File: config.mk
export PLATFORM = sky130hd
export DESIGN_NAME = psu_op_queue
export DESIGN_NICKNAME = d
export VERILOG_FILES = /design/src/rtl/psu_op_queue.sv
export SDC_FILE = /design/constraint.sdc
export NUM_CORES = 1
export LEC_CHECK = 0
export ABC_AREA = 0
export ABC_CLOCK_PERIOD_IN_PS = 2800
export BUFFER_PORTS_ARGS = -buffer_cell sky130_fd_sc_hd__buf_2
export CORE_UTILIZATION = 50
export CTS_CLUSTER_DIAMETER = 60
export DETAILED_ROUTE_END_ITERATION = 7
export GPL_ROUTABILITY_DRIVEN = 0
export PLACE_DENSITY = 0.73
export RECOVER_POWER = 25
export SYNTH_ARGS = -nofsm -noshare
export SYNTH_HDL_FRONTEND = slang
export SYNTH_SLANG_ARGS = --single-unit
File: constraint.sdc
create_clock -name clock -period 2.8 [get_ports clock]
set_input_delay 0.42 -clock clock [delete_from_list [all_inputs] [get_ports clock]]
set_output_delay 0.42 -clock clock [all_outputs]
set_load 0.02 [all_outputs]
File: src/rtl/psu_op_queue.sv
// two-entry queue between front and back
module psu_op_queue #(
   parameter int WIDTH = 8
) (
   input  logic             clock,
   input  logic             reset,
   input  logic             push_valid,
   output logic             push_ready,
   input  logic [WIDTH-1:0] push_data,
   output logic             pop_valid,
   input  logic             pop_ready,
   output logic [WIDTH-1:0] pop_data
);
   logic [WIDTH-1:0] entry_ff [2];
   logic             wr_ptr_ff, wr_ptr_in;
   logic             rd_ptr_ff, rd_ptr_in;
   logic [1:0]       count_ff, count_in;
   logic             push, pop;

   assign push_ready = (count_ff != 2'd2);
   assign pop_valid  = (count_ff != 2'd0);
   assign pop_data   = entry_ff[rd_ptr_ff];
   assign push       = push_valid && push_ready;
   assign pop        = pop_valid && pop_ready;

   // pointer and fill count update
   always_comb begin
      wr_ptr_in = push ? ~wr_ptr_ff : wr_ptr_ff;
      rd_ptr_in = pop ? ~rd_ptr_ff : rd_ptr_ff;
      count_in  = count_ff;
      if (push && !pop) begin
         count_in = count_ff + 2'd1;
      end else if (pop && !push) begin
         count_in = count_ff - 2'd1;
      end
   end

   always_ff @(posedge clock) begin
      if (reset) begin
         wr_ptr_ff <= 1'b0;
         rd_ptr_ff <= 1'b0;
         count_ff  <= 2'd0;
      end else begin
         wr_ptr_ff <= wr_ptr_in;
         rd_ptr_ff <= rd_ptr_in;
         count_ff  <= count_in;
      end
   end

   // entry storage
   always_ff @(posedge clock) begin
      if (push) begin
         entry_ff[wr_ptr_ff] <= push_data;
      end
   end

endmodule

==> flow_metrics.env, run 1 <==
export IMPL_outcome="completed"
export IMPL_placed_area_um2=918
export IMPL_synth_largest_area_cell="edfxtp_1"
export IMPL_p_leak_nw=0.381
export IMPL_yosys_top_cells_area="edfxtp_1, dfxtp_1, mux2_2, xor2_1, ha_1"
export IMPL_postRouteAntennaNets=0
export IMPL_cts_sinks=21
export IMPL_ios=22
export IMPL_min_period_over_period_pct=63.8
export IMPL_htree_levels=1
export IMPL_netlist_instances=49
export IMPL_viasPerCell=5.16
export IMPL_syn_nets=62
export IMPL_area_growth_pct=18.5
export IMPL_clkTransAtPathRegs_ns=0.12
export IMPL_numCtsBuffers=3
export IMPL_die_x_um=42.0
export IMPL_maxSlewHeadroom_pct=75.1
export IMPL_grt_pass1_wl_um=1790
export IMPL_drc=0
export IMPL_fin_crit_ns=1.79
export IMPL_fill_cells=118
export IMPL_clock_latency_ns=0.30
export IMPL_switching_power_mw=0.281
export IMPL_grt_max_degree=13
export IMPL_vias=459
export IMPL_ys_ff_latch=21
export IMPL_cp_arrival_ns=1.37
export IMPL_synth_cell_type_count=17
export IMPL_final_area_um2=946
export IMPL_avgSynthCellArea_um2=16.3
export IMPL_cts_hold_repair_buffers=0
export IMPL_setup_viol=0
export IMPL_synth_flop_cell="edfxtp_1"
export IMPL_fp_dieArea_um2=1760
export IMPL_seq_area_frac_synth_pct=72.7
export IMPL_setup_slack_ns=1.01
export IMPL_setup_tns_ns=0
export IMPL_yosys_warnings=0
export IMPL_start_util_pct=53.0
export IMPL_drive_gt1_share_pct=47.9
export IMPL_fmax_mhz=559
export IMPL_crit_fanout=8
export IMPL_multi_input_area_um2=209
export IMPL_final_core_util_pct=62.8
export IMPL_fin_skew_ns=0.00520
export IMPL_row_count=14
export IMPL_rsz0062_at_grt="no"
export IMPL_finalNonFillerCells=89
export IMPL_ff_latch_area_um2=581
export IMPL_dp_worst_setup_slack_ns=1.21
export IMPL_netlist_area_um2=798
export IMPL_async_reset_ff_share_pct=0
export IMPL_ctsLongestPathBuffers=2
export IMPL_critPathLaunchType="flip-flop"
export IMPL_yosysTopAreaCellShare_pct=60.2
export IMPL_slew_viol_final=0
export IMPL_power_frac_clock_pct=16.7
export IMPL_routedWlPerCell_um=12.3
export IMPL_endpoint_kind="output pin"
export IMPL_powerDensity_nw_per_um2=902
export IMPL_cts_tree="done"
export IMPL_synth_most_common_cell="edfxtp_1"
export IMPL_crit_required_ns=2.38
export IMPL_place_inst=85
export IMPL_combPwrFrac_pct=32.6
export IMPL_worst_pin_slew_ns=0.374
export IMPL_grt_pass1_vias=443
export IMPL_drt_iter0_markers=6
export IMPL_grt_usage_pct=14.6
export IMPL_drv_cap=0
export IMPL_fin_nets=87
export IMPL_internal_power_mw=0.572
export IMPL_synthTopCellsByCount="edfxtp_1, mux2_2, dfxtp_1, nor2_1, xor2_1"
export IMPL_die_height_um=42.0
export IMPL_netSwitchingFraction_pct=32.9
export IMPL_dp_hpwl_um=775
export IMPL_wirelength_um=1100
export IMPL_antenna_cells=0
export IMPL_fp_coreArea_um2=1510
export IMPL_grt_overflow=0
export IMPL_post_cts_resized=0
export IMPL_worstSetupPathType="reg -> out"
export IMPL_first_pass_iters=4
export IMPL_synth_edf_count=16
export IMPL_port_buffer_count=21
export IMPL_antenna_found_initial=0
export IMPL_cts_root_buf="clkbuf_4"
export IMPL_cts_setup_buffers=0
export IMPL_peakVddDrop_uv=417
export IMPL_pwr_share_seq_pct=50.7
export IMPL_hold_path_class="in -> reg"
export IMPL_finalHoldViolCount=0
-- cell type report --
| type | instances | area share, % |
|---|---|---|
| sequential | 21 | 61.4 |
| tap | 16 | 2.12 |
| clock buffer | 3 | 2.38 |
| timing repair buffer | 21 | 11.1 |
| clock inverter | 1 | 0.529 |
| multi-input combinational | 26 | 22.1 |
| inverter | 1 | 0.397 |
-- power by group through the flow --
stage / Combinational, mW / Clock (mW) / Sequential, mW
floorplan: 0.222 / 0 / 0.420
global placement: 0.276 / 0 / 0.439
detailed placement: 0.279 / 0 / 0.441
CTS: 0.281 / 0.142 / 0.434
global route: 0.304 / 0.154 / 0.440
finish: 0.278 / 0.142 / 0.432
-- critical path, stage by stage, from the launching register on --
cell and delay (ns):
dfxtp_1 0.54, mux2_2 0.38, buf_2 0.16
-- flip-flops by register name, summed over array words and instances (netlist names), named ones only --
register,cells
entry_ff,16
count_ff,2
rd_ptr_ff,1
wr_ptr_ff,1
-- kinds of logic after synthesis --
logic type / after synthesis / share of synthesized area, %
AO/OA/AOI/OAI: 5 / 3.76
XOR/XNOR: 3 / 3.29
adder cells (fa/ha/maj): 1 / 1.57
multiplexers: 8 / 11.3
buffers and inverters: 2 / 1.10
flip-flops: 21 / 72.7
AND/OR/NAND/NOR: 9 / 6.27
-- stage by stage --
step	hold slack [ns]	power (mW)
final	0.299	0.853
after global routing	0.290	0.898
after CTS	0.301	0.857
after detailed placement	0.505	0.721
after global placement	0.488	0.714
after floorplan	0.471	0.642
-- worst paths after layout --
| path | end | slack, ns | from | depth (start not counted) |
|---|---|---|---|---|
| hold reg to reg | count_ff[1]$_SDFFE_PP0P_ | 0.53 | count_ff[1]$_SDFFE_PP0P_ | 2 |
| setup reg to reg | count_ff[1]$_SDFFE_PP0P_ | 1.18 | count_ff[0]$_SDFFE_PP0P_ | 5 |
| hold / removal | entry_ff[0][7]$_DFFE_PP_ | 0.30 | push_data[7] | 1 |
| setup / recovery | pop_data[1] | 1.01 | flip-flop | 2 |
-- layout by cell type (no fill, tap or decap) --
master    netlist  final
inv_1           1      1
dfxtp_1         5      5
or2_2           1      1
a21bo_2         1      1
nor2_1          3      3
nand2b_1        1      1
edfxtp_1       16     16
and3_1          1      1
or3_1           1      1
nand3b_1        1      1
mux2_2          8      8
clkinv_2        0      1
a21oi_1         2      2
o21ai_0         2      2
and2_1          1      1
xor2_1          3      3
buf_2           1     21
ha_1            1      1
clkbuf_4        0      3
-- metal layers --
layer	up-vias	wire, um	track usage, %
li1	227	-	-
met1	214	499	16.3
met2	13	522	24.4
met3	5	44	2.61
met4	0	31	11.6
met5	-	0	0
Power figures use the tool's default switching activity.
==> run 2, diff against run 1 <==
ABC_CLOCK_PERIOD_IN_PS = 1680   (was 2800)
CORE_UTILIZATION = 48   (was 50)
PLACE_DENSITY = 0.7   (was 0.73)
clock period = 1.68 ns   (was 2.8 ns; I/O delays follow)
==> flow_metrics.env, run 2 (same netlist as run 1, synthesis figures left out) <==
export IMPL_rrSetupSlack_ns=0.12
export IMPL_die_x_um=42.8
export IMPL_cts_hold_repair_buffers=0
export IMPL_worstSetupPathType="reg -> reg"
export IMPL_cts_sinks=21
export IMPL_maxSlewHeadroom_pct=76.5
export IMPL_cts_root_buf="clkbuf_4"
export IMPL_fin_crit_ns=1.56
export IMPL_combPwrFrac_pct=33.8
export IMPL_slew_viol_final=0
export IMPL_grt_usage_pct=13.6
export IMPL_switching_power_mw=0.452
export IMPL_drc=0
export IMPL_port_buffer_count=21
export IMPL_endpoint_kind="flip-flop"
export IMPL_setup_tns_ns=0
export IMPL_timing_rr_start="count_ff[1]$_SDFFE_PP0P_"
export IMPL_min_period_over_period_pct=92.9
export IMPL_row_count=14
export IMPL_drt_iter0_markers=5
export IMPL_powerDensity_nw_per_um2=1490
export IMPL_routed_top_layer="met3"
export IMPL_largest_registers="entry_ff: 16 flops, count_ff: 2 flops"
export IMPL_wirelength_um=1070
export IMPL_fp_dieArea_um2=1830
export IMPL_final_cell_mix="buf_2, edfxtp_1, mux2_2, dfxtp_1"
export IMPL_crit_required_ns=1.91
export IMPL_grt_pass1_vias=439
export IMPL_fin_skew_ns=0.00400
export IMPL_crit_fanout=5
export IMPL_postRouteAntennaNets=0
export IMPL_p_leak_nw=0.383
export IMPL_ff2ff_path_depth=5
export IMPL_critPathLaunchType="flip-flop"
export IMPL_setup_slack_ns=0.120
export IMPL_finalHoldViolCount=0
export IMPL_fin_nets=88
export IMPL_fp_coreArea_um2=1520
export IMPL_wl_met3_um=43
export IMPL_htree_levels=1
export IMPL_min_from="push_data[1]"
export IMPL_antenna_found_initial=0
export IMPL_netSwitchingFraction_pct=31.6
export IMPL_start_util_pct=52.4
export IMPL_top_register="entry_ff"
export IMPL_grt_max_degree=12
export IMPL_vias=461
export IMPL_outcome="completed"
export IMPL_total_power_mw=1.43
export IMPL_dp_worst_setup_slack_ns=0.0714
export IMPL_wl_met1_um=462
export IMPL_hold_path_class="in -> reg"
export IMPL_ctsLongestPathBuffers=2
export IMPL_cts_setup_buffers=0
export IMPL_startpoint="count_ff[1]$_SDFFE_PP0P_"
export IMPL_numCtsBuffers=3
export IMPL_pwr_share_seq_pct=50.9
export IMPL_whs_endpoint="entry_ff[0][1]$_DFFE_PP_"
export IMPL_die_height_um=42.8
export IMPL_grt_pass1_wl_um=1730
export IMPL_layout_commonest_cell="buf_2"
export IMPL_r2r_end="count_ff[1]$_SDFFE_PP0P_"
export IMPL_holdPathStages=1
export IMPL_first_pass_iters=2
export IMPL_largest_reg_flops=16
export IMPL_power_frac_clock_pct=15.4
export IMPL_routedWlPerCell_um=11.9
export IMPL_fmax_mhz=641
export IMPL_cp_arrival_ns=1.79
export IMPL_drive_gt1_share_pct=48.6
export IMPL_viasPerCell=5.12
export IMPL_setup_viol=0
export IMPL_worst_pin_slew_ns=0.352
export IMPL_antenna_cells=0
export IMPL_ios=22
export IMPL_drv_cap=0
export IMPL_internal_power_mw=0.980
export IMPL_final_core_util_pct=63.0
export IMPL_place_inst=86
export IMPL_clkTransAtPathRegs_ns=0.10
export IMPL_clock_latency_ns=0.28
export IMPL_rsz0062_at_grt="no"
export IMPL_finalNonFillerCells=90
export IMPL_grt_overflow=0
export IMPL_area_growth_pct=20.2
export IMPL_wl_met2_um=564
export IMPL_cts_tree="done"
export IMPL_peakVddDrop_uv=757
==> run 2: cell type report <==
cell class	count	area, um^2
sequential	21	582
fill	118	564
clock buffer	4	26.3
multi-input combinational	26	216
inverter	1	3.75
timing repair buffer	22	111
tap	16	20.0
==> run 2: per-layer routing <==
layer | global-route usage, % | vias to the layer above
met5 | 0 | -
met4 | 7.50 | 0
met3 | 5.11 | 0
met2 | 23.6 | 10
met1 | 13.6 | 216
li1 | - | 235
==> run 2: per-stage QoR <==
step                area [um^2]  hold slack [ns]
floorplan                   798            0.321
global placement            926            0.440
detailed placement          926            0.443
CTS                         952            0.135
global route                960            0.122
finish                      960            0.148
==> run 2: repair_timing <==
item,4_1_cts,5_1_grt
resized for setup,0,2
setup endpoints to repair,0,8
endpoints found under the hold margin,0,0
==> run 2: critical path, cell delays in order, from the launching register on <==
cell,delay (ns)
dfxtp_1,0.44
nand2b_4,0.08
and2_1,0.16
ha_1,0.33
or3_1,0.35
a21oi_1,0.14
==> run 2: power by group through the flow <==
stage | combinational (mW) | sequential [mW] | clock (mW)
after detailed placement | 0.479 | 0.734 | 0
after global placement | 0.468 | 0.731 | 0
after floorplan | 0.370 | 0.700 | 0
final | 0.484 | 0.728 | 0.220
after global routing | 0.531 | 0.742 | 0.257
after CTS | 0.482 | 0.723 | 0.236
==> run 2: worst max-delay path by stage <==
stage	cells after the start	slack [ns]	end
2_1_floorplan	5	0.01	count_ff[1]$_SDFFE_PP0P_
3_3_place_gp	5	0.13	count_ff[1]$_SDFFE_PP0P_
3_5_place_dp	5	0.07	count_ff[1]$_SDFFE_PP0P_
4_1_cts	2	0.03	pop_data[6]
5_1_grt	5	0.002	count_ff[1]$_SDFFE_PP0P_
6_report	5	0.12	count_ff[1]$_SDFFE_PP0P_
==> run 3, diff against run 2 <==
ABC_CLOCK_PERIOD_IN_PS = 1700   (was 1680)
clock period = 1.7 ns   (was 1.68 ns; I/O delays follow)
==> flow_metrics.env, run 3 (same netlist as run 1, synthesis figures left out) <==
export IMPL_routedWlPerCell_um=12.1
export IMPL_largest_registers="entry_ff: 16 flops, count_ff: 2 flops"
export IMPL_antenna_found_initial=0
export IMPL_fp_coreArea_um2=1520
export IMPL_fp_dieArea_um2=1830
export IMPL_row_count=14
export IMPL_grt_pass1_vias=407
export IMPL_grt_max_degree=13
export IMPL_worstSetupPathType="reg -> reg"
export IMPL_vias=454
export IMPL_largest_reg_flops=16
export IMPL_fin_skew_ns=0.00885
export IMPL_area_growth_pct=19.3
export IMPL_top_register="entry_ff"
export IMPL_final_cell_mix="buf_2, edfxtp_1, mux2_2, dfxtp_1"
export IMPL_use_met1_pct=16.5
export IMPL_finalHoldViolCount=0
export IMPL_startpoint="count_ff[0]$_SDFFE_PP0P_"
export IMPL_drive_gt1_share_pct=47.9
export IMPL_dp_worst_setup_slack_ns=0.0725
export IMPL_first_pass_iters=2
export IMPL_hold_path_class="in -> reg"
export IMPL_met3_usage_pct=3.83
export IMPL_top_usage_layer="met2"
export IMPL_p_leak_nw=0.379
export IMPL_r2r_end="count_ff[1]$_SDFFE_PP0P_"
export IMPL_final_area_um2=952
export IMPL_htree_levels=1
export IMPL_die_height_um=42.8
export IMPL_ff_latch_area_um2=582
export IMPL_cts_setup_buffers=0
export IMPL_final_core_util_pct=62.5
export IMPL_min_period_over_period_pct=92.7
export IMPL_setup_slack_ns=0.123
export IMPL_postRouteAntennaNets=0
export IMPL_numCtsBuffers=3
export IMPL_peakVddDrop_uv=1000
export IMPL_layout_commonest_cell="buf_2"
export IMPL_powerDensity_nw_per_um2=1490
export IMPL_rrSetupSlack_ns=0.12
export IMPL_cts_sinks=21
export IMPL_drc=0
export IMPL_dp_hpwl_um=775
export IMPL_clock_latency_ns=0.30
export IMPL_total_power_mw=1.42
export IMPL_cts_root_buf="clkbuf_4"
export IMPL_grt_overflow=0
export IMPL_cts_tree="done"
export IMPL_maxSlewHeadroom_pct=74.6
export IMPL_fin_crit_ns=1.58
export IMPL_antenna_cells=0
export IMPL_critPathLaunchType="flip-flop"
export IMPL_cp_arrival_ns=1.82
export IMPL_crit_fanout=5
export IMPL_grt_pass1_wl_um=1730
export IMPL_multi_input_area_um2=216
export IMPL_grt_usage_pct=13.4
export IMPL_ctsLongestPathBuffers=2
export IMPL_globalRouteMet2Util_pct=21.8
export IMPL_crit_required_ns=1.94
export IMPL_ff2ff_path_depth=5
export IMPL_ios=22
export IMPL_outcome="completed"
export IMPL_slew_viol_final=0
export IMPL_start_util_pct=52.4
export IMPL_fill_cells=125
export IMPL_drv_cap=0
export IMPL_endpoint_kind="flip-flop"
export IMPL_fin_nets=87
export IMPL_port_buffer_count=21
export IMPL_endpoint="count_ff[1]$_SDFFE_PP0P_"
export IMPL_timing_rr_start="count_ff[0]$_SDFFE_PP0P_"
export IMPL_clkTransAtPathRegs_ns=0.12
export IMPL_viasPerCell=5.10
export IMPL_placed_area_um2=918
export IMPL_setup_viol=0
export IMPL_die_x_um=42.8
export IMPL_fmax_mhz=634
export IMPL_wirelength_um=1070
export IMPL_worst_pin_slew_ns=0.380
export IMPL_drt_iter0_markers=9
==> run 3: cell types whose count changed in the layout (fill, tap and decap cells not counted), sizes merged <==
cell	previous run	this run
buf	21	19
clkinv	0	1
==> run 3: power by group <==
group / leakage [nW] / internal, mW / switching, mW / total [mW]
clock: 0.0177 / 0.0875 / 0.144 / 0.231
combinational: 0.170 / 0.214 / 0.253 / 0.467
sequential: 0.191 / 0.653 / 0.0672 / 0.720
total: 0.379 / 0.955 / 0.464 / 1.42
==> run 3: worst min path at each step <==
stage | to | slack (ns) | start | depth (start not counted)
finish | entry_ff[1][0]$_DFFE_PP_ | 0.14 | push_data[0] | 1
global route | entry_ff[1][0]$_DFFE_PP_ | 0.12 | push_data[0] | 1
CTS | entry_ff[1][0]$_DFFE_PP_ | 0.13 | push_data[0] | 1
detailed placement | entry_ff[0][3]$_DFFE_PP_ | 0.45 | push_data[3] | 1
global placement | entry_ff[0][6]$_DFFE_PP_ | 0.44 | push_data[6] | 1
floorplan | count_ff[1]$_SDFFE_PP0P_ | 0.32 | reset | 1
==> run 3: stage by stage <==
stage	hold slack (ns)	TNS, ns	cells
2_1_floorplan	0.324	0	49
3_3_place_gp	0.444	0	85
3_5_place_dp	0.446	0	85
4_1_cts	0.135	0	89
5_1_grt	0.122	-0.000372	89
6_report	0.138	0	89
==> run 3: metal layers <==
layer	vias up	wire, um
met1	214	484
met3	0	40
met5	-	0
met4	0	0
met2	12	548
li1	228	-
==> run 3: timing repair <==
action	4_1_cts	5_1_grt
gates resized for setup	0	2
endpoints found under the setup margin	0	6
hold buffers	0	0
==> run 3: critical path, cell delays in order, from the launching register on <==
cell and delay [ns]:
dfxtp_1 0.37, nand2b_4 0.17, and2_1 0.16, ha_1 0.33, or3_1 0.36, a21oi_1 0.14
==> run 3: layout make-up <==
type | instances | share of cell area [%]
Inverter | 1 | 0.394
Timing Repair Buffer | 21 | 10.8
Multi-Input combinational cell | 26 | 22.7
Sequential cell | 21 | 61.1
Tap cell | 16 | 2.10
Clock buffer | 3 | 2.37
Clock inverter | 1 | 0.526
