`config.mk`:
```
export PLATFORM = sky130hd
export DESIGN_NAME = psu_front_flat
export DESIGN_NICKNAME = d
export VERILOG_FILES = /design/src/rtl/psu_pkg.sv /design/src/rtl/psu_req_if.sv /design/src/rtl/psu_front.sv /design/src/flat_wrapper.sv
export SDC_FILE = /design/constraint.sdc
export NUM_CORES = 1
export LEC_CHECK = 0
export BUFFER_PORTS_ARGS = -buffer_cell sky130_fd_sc_hd__buf_2
export CORE_MARGIN = 10
export CORE_UTILIZATION = 51
export DETAILED_ROUTE_END_ITERATION = 7
export GPL_TIMING_DRIVEN = 0
export PLACE_DENSITY = 0.91
export SYNTH_ARGS = -nofsm -noshare
export SYNTH_HDL_FRONTEND = slang
export SYNTH_SLANG_ARGS = --single-unit
```
`constraint.sdc`:
```
create_clock -name clock -period 3.6 [get_ports clock]
set_clock_uncertainty 0.1 [all_clocks]
set_input_delay 0.72 -clock clock [delete_from_list [all_inputs] [get_ports clock]]
set_output_delay 0.72 -clock clock [all_outputs]
set_load 0.005 [all_outputs]
```
`src/rtl/psu_pkg.sv`:
```
// shared types and constants for the png scanline unfilter
package psu_pkg;

   // default sizing
   localparam int DEF_MAX_ROW_BYTES   = 4096;
   localparam int DEF_MAX_PIXEL_BYTES = 8;

   // fixed field widths
   localparam int BYTE_W = 8;
   localparam int ROW_W  = 13;
   localparam int BPP_W  = 4;
   localparam int CSR_W  = 13;

   // highest valid filter type code
   localparam logic [BYTE_W-1:0] FILTER_MAX = 8'd4;

   // configuration register indexes
   typedef enum logic {
      CSR_ROW_BYTES       = 1'b0,
      CSR_BYTES_PER_PIXEL = 1'b1
   } csr_index_type;

   // row filter types
   typedef enum logic [2:0] {
      FILT_NONE  = 3'd0,
      FILT_SUB   = 3'd1,
      FILT_UP    = 3'd2,
      FILT_AVG   = 3'd3,
      FILT_PAETH = 3'd4
   } filter_type;

   // per-byte control passed from front to back
   typedef struct packed {
      logic       is_type;
      logic       bad;
      filter_type filter;
      logic       first_row;
      logic       last;
   } op_ctrl_type;

   localparam int OP_CTRL_W = $bits(op_ctrl_type);

endpackage

```
`src/rtl/psu_req_if.sv`:
```
// input channel: filtered byte stream
interface psu_req_if;
   logic       valid;
   logic       ready;
   logic [7:0] data_byte;
   logic       start_image;

   modport source (output valid, output data_byte, output start_image, input ready);
   modport sink   (input valid, input data_byte, input start_image, output ready);
endinterface

```
`src/rtl/psu_front.sv`:
```
// front end: tracks row position and classifies each accepted byte
module psu_front #(
   parameter int MAX_ROW_BYTES = psu_pkg::DEF_MAX_ROW_BYTES,
   parameter int ADDR_W        = (MAX_ROW_BYTES > 1) ? $clog2(MAX_ROW_BYTES) : 1
) (
   input  logic                      clock,
   input  logic                      reset,
   input  logic [psu_pkg::ROW_W-1:0] row_bytes,
   psu_req_if.sink                   req_if,
   output logic                      push_valid,
   input  logic                      push_ready,
   output psu_pkg::op_ctrl_type      push_ctrl,
   output logic [psu_pkg::BYTE_W-1:0] push_byte,
   output logic [ADDR_W-1:0]         push_addr
);
   import psu_pkg::*;

   localparam int POS_W = $clog2(MAX_ROW_BYTES + 1);
   localparam int CW    = (POS_W > ROW_W) ? POS_W : ROW_W;

   logic [POS_W-1:0] pos_ff, pos_in;
   filter_type       filter_ff, filter_in;
   logic             first_ff, first_in;

   logic [CW-1:0]    row_ext, max_ext, len_eff;
   logic [POS_W-1:0] cur_pos;
   logic             cur_first;
   logic             last;
   logic             bad;
   logic             accept;

   assign accept       = req_if.valid && req_if.ready;
   assign req_if.ready = push_ready;
   assign push_valid   = req_if.valid;
   assign push_byte    = req_if.data_byte;

   // effective row length, clamped into range
   always_comb begin
      row_ext = CW'(row_bytes);
      max_ext = CW'(MAX_ROW_BYTES);
      if (row_ext == '0) begin
         len_eff = CW'(1);
      end else if (row_ext > max_ext) begin
         len_eff = max_ext;
      end else begin
         len_eff = row_ext;
      end
   end

   // classify the byte at the head of the input
   always_comb begin
      cur_pos   = req_if.start_image ? '0 : pos_ff;
      cur_first = req_if.start_image | first_ff;
      last      = (CW'(cur_pos) >= len_eff);
      bad       = (req_if.data_byte > FILTER_MAX);
      push_addr = ADDR_W'(cur_pos - POS_W'(1));

      push_ctrl.is_type   = (cur_pos == '0);
      push_ctrl.bad       = push_ctrl.is_type & bad;
      push_ctrl.filter    = filter_ff;
      push_ctrl.first_row = cur_first;
      push_ctrl.last      = last;

      pos_in    = pos_ff;
      filter_in = filter_ff;
      first_in  = first_ff;
      if (accept) begin
         if (cur_pos == '0) begin
            pos_in    = POS_W'(1);
            filter_in = bad ? FILT_NONE : filter_type'(req_if.data_byte[2:0]);
            first_in  = cur_first;
         end else if (last) begin
            pos_in   = '0;
            first_in = 1'b0;
         end else begin
            pos_in   = cur_pos + POS_W'(1);
            first_in = cur_first;
         end
      end
   end

   // row position state
   always_ff @(posedge clock) begin
      if (reset) begin
         pos_ff    <= '0;
         filter_ff <= FILT_NONE;
         first_ff  <= 1'b1;
      end else begin
         pos_ff    <= pos_in;
         filter_ff <= filter_in;
         first_ff  <= first_in;
      end
   end

endmodule

```
`src/flat_wrapper.sv`:
```
// flat-port wrapper written by rule: the top's interface ports become plain ports
module psu_front_flat import psu_pkg::*;
#(
   parameter int MAX_ROW_BYTES = psu_pkg::DEF_MAX_ROW_BYTES,
   parameter int ADDR_W        = (MAX_ROW_BYTES > 1) ? $clog2(MAX_ROW_BYTES) : 1
)
  (clock, reset, row_bytes, push_valid, push_ready, push_ctrl, push_byte, push_addr, req_if_valid, req_if_data_byte, req_if_start_image, req_if_ready);
  psu_req_if req_if_i ();
  input  logic clock;
  input  logic reset;
  input  logic [psu_pkg::ROW_W-1:0] row_bytes;
  output logic push_valid;
  input  logic push_ready;
  output psu_pkg::op_ctrl_type push_ctrl;
  output logic [psu_pkg::BYTE_W-1:0] push_byte;
  output logic [ADDR_W-1:0] push_addr;
  input wire logic [$bits(req_if_i.valid)-1:0] req_if_valid;
  input wire logic [$bits(req_if_i.data_byte)-1:0] req_if_data_byte;
  input wire logic [$bits(req_if_i.start_image)-1:0] req_if_start_image;
  output wire logic [$bits(req_if_i.ready)-1:0] req_if_ready;
  assign req_if_i.valid = req_if_valid;
  assign req_if_i.data_byte = req_if_data_byte;
  assign req_if_i.start_image = req_if_start_image;
  assign req_if_ready = req_if_i.ready;
  psu_front #(.MAX_ROW_BYTES(MAX_ROW_BYTES), .ADDR_W(ADDR_W)) u_core (.clock(clock), .reset(reset), .row_bytes(row_bytes), .req_if(req_if_i), .push_valid(push_valid), .push_ready(push_ready), .push_ctrl(push_ctrl), .push_byte(push_byte), .push_addr(push_addr));
endmodule
```
==> reports/qor.txt, run 1 <==
Critical Path End - push_ctrl[0]
WHS - 0.377 ns
Row cnt - 20
Grt total ovfl - 0
Register area - 340 µm²
Post-synthesis register bit count - 17
Endpoints failing setup - 0
DR WL/cell - 13.5 µm
PwrDens - 188 nW/µm²
CP startpoint kind - input pin
Post-Syn Area - 1680 µm²
Sw power - 0.000111 W
Final Cycle Share - 94.8%
Setup crit start - req_if_start_image
R2R setup slack - 0.82 ns
H-tree Lvls - 1
Worst R2R Path Depth - 8
Drt first pass iters - 4
First DRT Iteration DRCs - 151
Worst-path fanout max - 17
Power share of the clock group - 27.3%
Unrepaired setup endpoints after global routing - no
Sequential Power Share - 49.5%
Worst skew pair latency - 0.30 ns
Int Power - 0.000272 W
Slew Viols, Final - 0
Die Wd - 77.4 µm
Most frequent cells in the layout - buf_2, nand2_1, o21ai_0
Syn. warnings - 0
Leakage - 0.908 nW
CORE AREA - 3100 µm²
Max incr delay on CP - 0.38 ns
First-pass GRT wire length - 7.89 mm
Highest clock rate - 293 MHz
Initial antenna violation count - 0
Die area - 5990 µm²
Slew @ Worst Pin - 0.435 ns
Final wirelength - 4.49 mm
Vias in the first global route - 1773
Critical path class - input pin to output port
Top FF cell, synth - dfxtp_1
Syn Nets - 274
Via count - 1779
Dpl hpwl - 3.78 mm
Worst vdd ir - 110 µV
DR DRC count - 0
Commonest non-fill, non-tap cell in the layout - buf_2
Switch share - 29.0%
Critical R2R Launch - u_core.pos_ff[4]
Worst endpoint data arrival time - 2.59 ns
Largest net degree at the start of global routing - 18
Slew HR - 71.0%
Placed Cells - 330
Top Ports - 55
P&R area growth vs syn - 21.3%
Hold/Removal Path Class - flop to flop
Num CTS Buffers - 3
Fin cells - 332
Ys async rst share - 0%
CTS clk-pin slew, worst paths - 0.10 ns
Final Hold Viols - 0
CTS tree - yes
Max_cap viols - 0
Post-synthesis sequential area ratio - 20.3%
Total Power - 0.000384 W
Comb pwr share - 23.2%
Share of layout cells above drive strength 1 - 29.2%
Yosys cell types - 40
Maximum root-to-sink buffer count - 2
Final ANT Viol Nets - 0
Slowest cell on crit path - nor2b_1
Most used cell, CP - nor2b_1
Port bufs - 54
Initial core utilization - 54.2%
Routed vias/inst - 5.36
Post-synth EDFFs - 0
Clock Tree Root - clkbuf_4
Clock period minus worst slack - 3.41 ns
Antenna Cells - 0
Cells after Synth - 232
Area of the multi-input gates - 1170 µm²
Hold Buf Count CTS - 0
Status - finished clean
Syn avg cell area - 7.24 µm²
Die Y - 77.4 µm
Crit end category - output port
Critical path data required time - 2.78 ns
Clk sinks - 17
Total track usage - 15.0%
Nets@finish - 331
Worst r2r dst - u_core.pos_ff[3]
RD Place Congestion - 0.887
Layout filler cell count - 278
Crit-path cells - clkbuf_4, nor2b_1, ha_1, a21boi_0, o31a_1, nor2b_1, inv_1, buf_4, buf_2
-- area by class of cell --
| type | instances | area share, % |
|---|---|---|
| multi-input combinational | 183 | 57.2 |
| sequential | 17 | 16.7 |
| timing repair buffer | 54 | 13.4 |
| buffer | 19 | 6.45 |
| tap | 44 | 2.70 |
| inverter | 11 | 2.21 |
| clock buffer | 3 | 1.10 |
| clock inverter | 1 | 0.246 |
-- cell families after synthesis --
| family | synth area share (%) |
|---|---|
| AND/OR/NAND/NOR | 31.0 |
| AO/OA/AOI/OAI | 18.9 |
| buffers and inverters | 10.4 |
| flip-flops | 20.3 |
| adder cells (fa/ha/maj) | 11.9 |
| XOR/XNOR | 6.25 |
| multiplexers | 1.27 |
-- worst min-delay path by stage --
stage / startpoint / end / depth (start not counted) / slack (ns)
after floorplan: u_core.pos_ff[7] / u_core.pos_ff[7] / 2 / 0.35
after global placement: u_core.filter_ff[0] / u_core.filter_ff[0] / 2 / 0.36
final: u_core.filter_ff[1] / u_core.filter_ff[1] / 2 / 0.38
after CTS: u_core.filter_ff[1] / u_core.filter_ff[1] / 2 / 0.38
after detailed placement: u_core.filter_ff[1] / u_core.filter_ff[1] / 2 / 0.36
after global routing: u_core.filter_ff[2] / u_core.filter_ff[2] / 2 / 0.41
-- worst max-delay path, delay by kind of cell --
| family | cells | cell delay (ns) |
|---|---|---|
| buf+inv | 4 | 0.49 |
| fa+ha+maj | 1 | 0.32 |
| compound gates | 2 | 0.45 |
| simple gates | 2 | 0.59 |
-- stage by stage --
step                setup TNS [ns]  util (%)  area, µm²  worst slack, ns
floorplan                        0         -       1680            0.472
global placement            -0.234      64.6       2010           -0.234
detailed placement          -0.308      64.6       2010           -0.284
CTS                              0      65.4       2030           0.0277
global route                     0      65.7       2040           0.0603
finish                           0      65.7       2040            0.189
-- power by group through the flow --
| stage | logic (W) | registers, W | clock network, W |
|---|---|---|---|
| after floorplan | 0.0000471 | 0.000194 | 0 |
| after global placement | 0.0000871 | 0.000194 | 0 |
| after detailed placement | 0.0000892 | 0.000194 | 0 |
| after CTS | 0.0000892 | 0.000190 | 0.000103 |
| after global routing | 0.000100 | 0.000190 | 0.000110 |
| final | 0.0000889 | 0.000190 | 0.000105 |
-- flip-flops by register name (all words and copies together), names as in the netlist --
register / count
u_core.filter_ff: 3
u_core.first_ff: 1
u_core.pos_ff: 13
-- layer usage --
metal  routed length [µm]  track usage, %
met3                  187            1.15
met2                 2310            27.6
met1                 1930            17.5
met4                   66            5.66
met5                    0               0
-- synthesized netlist by cell type, types with 5 or more instances --
cell	number	area [µm²]
a21oi_1	15	75.1
buf_4	12	90.1
clkbuf_1	7	26.3
dfxtp_1	17	340
ha_1	16	200
inv_1	11	41.3
nand2_1	34	128
nand2b_1	7	43.8
nand3_1	10	50.1
nor2_1	15	56.3
nor2b_1	11	68.8
nor3_1	8	40.0
o21ai_0	22	110
xnor2_1	7	61.3
xor2_1	5	43.8
-- repair_timing --
item,in CTS,in global routing
gates resized for setup,1,8
endpoints found under the setup margin,1,1
buffers inserted,0,0
No activity file was read; power rests on OpenSTA's default activity.
==> run 2: changes to the inputs <==
--- a/config.mk
+++ b/config.mk
@@ -7,10 +7,10 @@
 export LEC_CHECK = 0
 export BUFFER_PORTS_ARGS = -buffer_cell sky130_fd_sc_hd__buf_2
 export CORE_MARGIN = 10
-export CORE_UTILIZATION = 51
+export CORE_UTILIZATION = 40
 export DETAILED_ROUTE_END_ITERATION = 7
 export GPL_TIMING_DRIVEN = 0
-export PLACE_DENSITY = 0.91
+export PLACE_DENSITY = 0.77
 export SYNTH_ARGS = -nofsm -noshare
 export SYNTH_HDL_FRONTEND = slang
 export SYNTH_SLANG_ARGS = --single-unit
==> run 2 against run 1 <==
Net effect: final cell count up 1.8%; via count down 1.4%; non-clock buffer count unchanged; critical path depth unchanged; wire length up 0.80%; register-to-register slack worse by 0.03 ns; total power up 9.9%; critical path type unchanged; critical endpoint unchanged; largest power group unchanged.
==> reports/qor.txt, run 2 (synthesis gave the netlist of run 1 again) <==
Clock Tree Root - clkbuf_8
Worst skew pair latency - 0.25 ns
DR WL/cell - 13.4 µm
PwrDens - 205 nW/µm²
Antenna Cells - 0
DR DRC count - 0
Met3 Usage GRT - 1.05%
Nets@finish - 331
Die Wd - 84.8 µm
Die Y - 84.8 µm
Largest Register - u_core.pos_ff
Num CTS Buffers - 3
Final Hold Viols - 0
Slew HR - 71.0%
Dpl hpwl - 3.88 mm
Clock period minus worst slack - 3.40 ns
WHS - 0.372 ns
Initial antenna violation count - 0
Unrepaired setup endpoints after global routing - no
Grt total ovfl - 0
Final Cycle Share - 94.5%
Critical path class - input pin to output port
Met1 Usage GRT - 14.7%
Final core occ - 51.1%
Drt first pass iters - 5
Setup TNS - 0 ns
Final ANT Viol Nets - 0
Post-CTS Setup Inserts - 0
Largest net degree at the start of global routing - 18
CP startpoint kind - input pin
P&R area growth vs syn - 22.6%
Row cnt - 23
Post-DP Area - 2010 µm²
CORE AREA - 4030 µm²
Worst endpoint data arrival time - 2.58 ns
Crit end category - output port
Slew @ Worst Pin - 0.432 ns
Slew Viols, Final - 0
Most frequent cells in the layout - buf_2, nand2_1, o21ai_0
Max_cap viols - 0
Final wirelength - 4.53 mm
Worst vdd ir - 85.1 µV
Number of flip-flops in the largest register - 13
Hold/Removal Path Class - flop to flop
First-pass GRT wire length - 7.53 mm
Via count - 1754
Die area - 7190 µm²
Vias in the first global route - 1669
CTS tree - yes
Commonest non-fill, non-tap cell in the layout - buf_2
Status - finished clean
H-tree Lvls - 1
Routed vias/inst - 5.19
Maximum root-to-sink buffer count - 2
Critical path data required time - 2.78 ns
Worst-path fanout max - 17
Endpoints failing setup - 0
RD Place Congestion - 0.840
Clk sinks - 17
Largest regs - u_core.pos_ff (13), u_core.filter_ff (3), u_core.first_ff (1)
Finished Cell Area - 2060 µm²
Leakage - 0.915 nW
Hold Buf Count CTS - 0
Total track usage - 12.0%
First DRT Iteration DRCs - 92
GR Layer Usage met2 - 21.1%
CTS clk-pin slew, worst paths - 0.06 ns
Top Ports - 55
Share of layout cells above drive strength 1 - 28.5%
Highest clock rate - 294 MHz
Port bufs - 54
GRT busiest layer - met2
Initial core utilization - 41.7%
-- run 2: changes by cell type in the layout (fill, tap and decap cells not counted), sizes merged --
cell,before,now
clkbuf,9,10
inv,10,11
clkinvlp,1,0
clkinv,1,0
-- run 2: critical path, stage by stage --
cell and delay (ns):
clkbuf_4 0.20, nor2b_1 0.38, ha_1 0.32, a21boi_0 0.14
o31a_1 0.31, nor2b_1 0.20, inv_1 0.06, buf_4 0.12
buf_2 0.12
-- run 2: power breakdown --
part	leakage, nW	internal [W]	switching [W]
clock	0.0228	0.0000786	0.0000644
combinational	0.755	0.0000420	0.0000465
sequential	0.137	0.000189	0.00000118
total	0.915	0.000310	0.000112
-- run 2: cell type report --
| cell class | instances | area [µm²] |
|---|---|---|
| repair buffers | 54 | 273 |
| flip-flops and latches | 17 | 340 |
| well taps | 50 | 62.6 |
| plain buffers | 19 | 130 |
| inverters | 11 | 41.3 |
| clock buffers | 4 | 45.0 |
| fillers | 414 | 1970 |
| multi-input cells | 183 | 1170 |
-- run 2: worst paths after layout --
kind,from,end,slack [ns],cells after the start
worst max-delay path,req_if_start_image,push_ctrl[0],0.20,9
worst min-delay path,u_core.filter_ff[0],u_core.filter_ff[0],0.37,2
worst max register to register,u_core.pos_ff[4],u_core.pos_ff[3],0.79,8
worst min register to register,u_core.filter_ff[0],u_core.filter_ff[0],0.37,2
-- run 2: routing by layer --
| layer | vias up | part of all wire, % | wire length, µm |
|---|---|---|---|
| met5 | - | 0 | 0 |
| met4 | 0 | 1.0 | 46 |
| met3 | 4 | 2.4 | 107 |
| met2 | 37 | 51 | 2320 |
| met1 | 805 | 45 | 2050 |
| li1 | 908 | - | - |
-- run 2: metrics by stage --
stage	setup slack (ns)	power, W	cells
2_1_floorplan	0.472	0.000241	232
3_3_place_gp	-0.255	0.000282	336
3_5_place_dp	-0.241	0.000284	336
4_1_cts	0.0246	0.000424	339
5_1_grt	0.00302	0.000439	338
6_report	0.198	0.000422	338
-- run 2: repair_timing --
item,in CTS,in global routing
pin swaps,0,0
endpoints found under the setup margin,1,1
gates resized for setup,1,6
==> run 3: changes to the inputs <==
==> constraint.sdc (replaced) <==
create_clock -name clock -period 3.6 [get_ports clock]
set_clock_uncertainty 0.1 [all_clocks]
set_input_delay 0.36 -clock clock [delete_from_list [all_inputs] [get_ports clock]]
set_output_delay 0.36 -clock clock [all_outputs]
set_load 0.005 [all_outputs]
==> run 3 against run 2 <==
Net effect: via count increased by 2.3%; first-iteration DRC count increased by 3.3%; critical endpoint unchanged; sequential power about the same; cell area decreased by 0.12%.
==> reports/qor.txt, run 3 (synthesis gave the netlist of run 1 again) <==
R2R setup slack - 0.80 ns
Area of the multi-input gates - 1170 µm²
Worst-path fanout max - 10
Met3 WL - 106 µm
Most frequent cells in the layout - buf_2, nand2_1, o21ai_0
Port bufs - 54
H-tree Lvls - 1
Highest clock rate - 316 MHz
Via count - 1794
Final ANT Viol Nets - 0
Worst R2R Path Depth - 8
Register area - 340 µm²
Crit end category - output port
Initial core utilization - 41.7%
Total track usage - 12.1%
Slew @ Worst Pin - 0.504 ns
Drt first pass iters - 6
Share of layout cells above drive strength 1 - 27.2%
Layout filler cell count - 417
Worst r2r dst - u_core.pos_ff[3]
Nets@finish - 333
PostCTS Resize Cnt - 0
Clock Tree Root - clkbuf_8
Hold Buf Count CTS - 0
Antenna Cells - 0
Worst endpoint data arrival time - 2.70 ns
Clk sinks - 17
PwrDens - 205 nW/µm²
P&R area growth vs syn - 22.5%
Status - finished clean
CP startpoint kind - input pin
DR WL/cell - 13.5 µm
CTS clk-pin slew, worst paths - 0.06 ns
Met2 wire len - 2.30 mm
Row cnt - 23
Grt total ovfl - 0
Max_cap viols - 0
Setup TNS - 0 ns
CORE AREA - 4030 µm²
Largest regs - u_core.pos_ff (13), u_core.filter_ff (3), u_core.first_ff (1)
Die Wd - 84.8 µm
Vias in the first global route - 1674
Slew HR - 66.4%
RD Place Congestion - 0.840
Commonest non-fill, non-tap cell in the layout - buf_2
Post-CTS Setup Inserts - 0
Critical path class - input pin to output port
Slew Viols, Final - 0
Number of flip-flops in the largest register - 13
Top Ports - 55
Largest net degree at the start of global routing - 11
Die area - 7190 µm²
Critical Path End - push_ctrl[0]
Num CTS Buffers - 3
Met1 WL - 2.11 mm
Final wirelength - 4.60 mm
DR DRC count - 0
Critical path data required time - 3.14 ns
Hold/Removal Path Class - input pin to flop
Routed vias/inst - 5.28
Final Cycle Share - 87.9%
Worst skew pair latency - 0.25 ns
Leakage - 0.910 nW
Total Power - 0.000422 W
Initial antenna violation count - 0
Largest Register - u_core.pos_ff
Clock period minus worst slack - 3.16 ns
Die Y - 84.8 µm
Worst vdd ir - 87.8 µV
Final Hold Viols - 0
Maximum root-to-sink buffer count - 2
Unrepaired setup endpoints after global routing - no
Dpl hpwl - 3.88 mm
Endpoints failing setup - 0
First-pass GRT wire length - 7.56 mm
CTS tree - yes
Critical R2R Launch - u_core.pos_ff[4]
DR top layer - met4
Setup crit start - req_if_start_image
First DRT Iteration DRCs - 95
[run 3: cell count changes in the layout (fill, tap and decap cells not counted)]
| cell | previous run | this run |
|---|---|---|
| clkbuf_4 | 2 | 0 |
| nor2b_1 | 10 | 11 |
| clkbuf_2 | 1 | 0 |
| buf_2 | 54 | 55 |
| nor2b_2 | 1 | 0 |
| clkbuf_1 | 4 | 8 |
[run 3: layout make-up]
cell class	count	area share, %
multi-input combinational	183	56.7
sequential	17	16.5
timing repair buffer	54	13.1
buffer	21	6.44
tap	50	3.04
clock buffer	4	2.19
inverter	11	2.01
[run 3: per-stage QoR]
| stage | util (%) | setup WS [ns] | area [µm²] | cells | hold WS (ns) |
|---|---|---|---|---|---|
| global placement | 50.0 | 0.367 | 2010 | 336 | 0.355 |
| finish | 51.1 | 0.437 | 2060 | 340 | 0.265 |
| floorplan | - | 0.975 | 1680 | 232 | 0.329 |
| CTS | 51.1 | 0.433 | 2060 | 340 | 0.262 |
| global route | 51.1 | 0.140 | 2060 | 340 | 0.280 |
| detailed placement | 50.0 | 0.389 | 2010 | 336 | 0.363 |
[run 3: worst min-delay path by stage]
stage | startpoint | slack, ns | endpoint | depth (start not counted)
after floorplan | reset | 0.33 | u_core.filter_ff[0] | 1
after global placement | u_core.filter_ff[2] | 0.35 | u_core.filter_ff[2] | 2
after detailed placement | u_core.filter_ff[0] | 0.36 | u_core.filter_ff[0] | 2
after CTS | reset | 0.26 | u_core.filter_ff[0] | 2
after global routing | reset | 0.28 | u_core.filter_ff[0] | 2
final | reset | 0.27 | u_core.filter_ff[0] | 2
[run 3: worst max-delay path, stage by stage]
cell      delay (ns)
buf_2           0.16
clkbuf_1        0.37
clkbuf_1        0.46
nor2b_1         0.12
ha_1            0.35
a21oi_1         0.13
o21ai_0         0.08
a21oi_1         0.14
nor2b_1         0.24
inv_1           0.06
buf_4           0.12
buf_2           0.12
[run 3: power breakdown]
group	leakage [nW]	internal, W	total, W	switching, W
sequential	0.137	0.000189	0.000190	0.00000118
combinational	0.750	0.0000417	0.0000886	0.0000469
clock	0.0228	0.0000786	0.000143	0.0000647
[run 3: metal layers]
layer  track usage (%)  up-vias
li1                  -      909
met1              14.7      829
met2              21.2       50
met3              1.05        6
met4              4.49        0
met5                 0        -
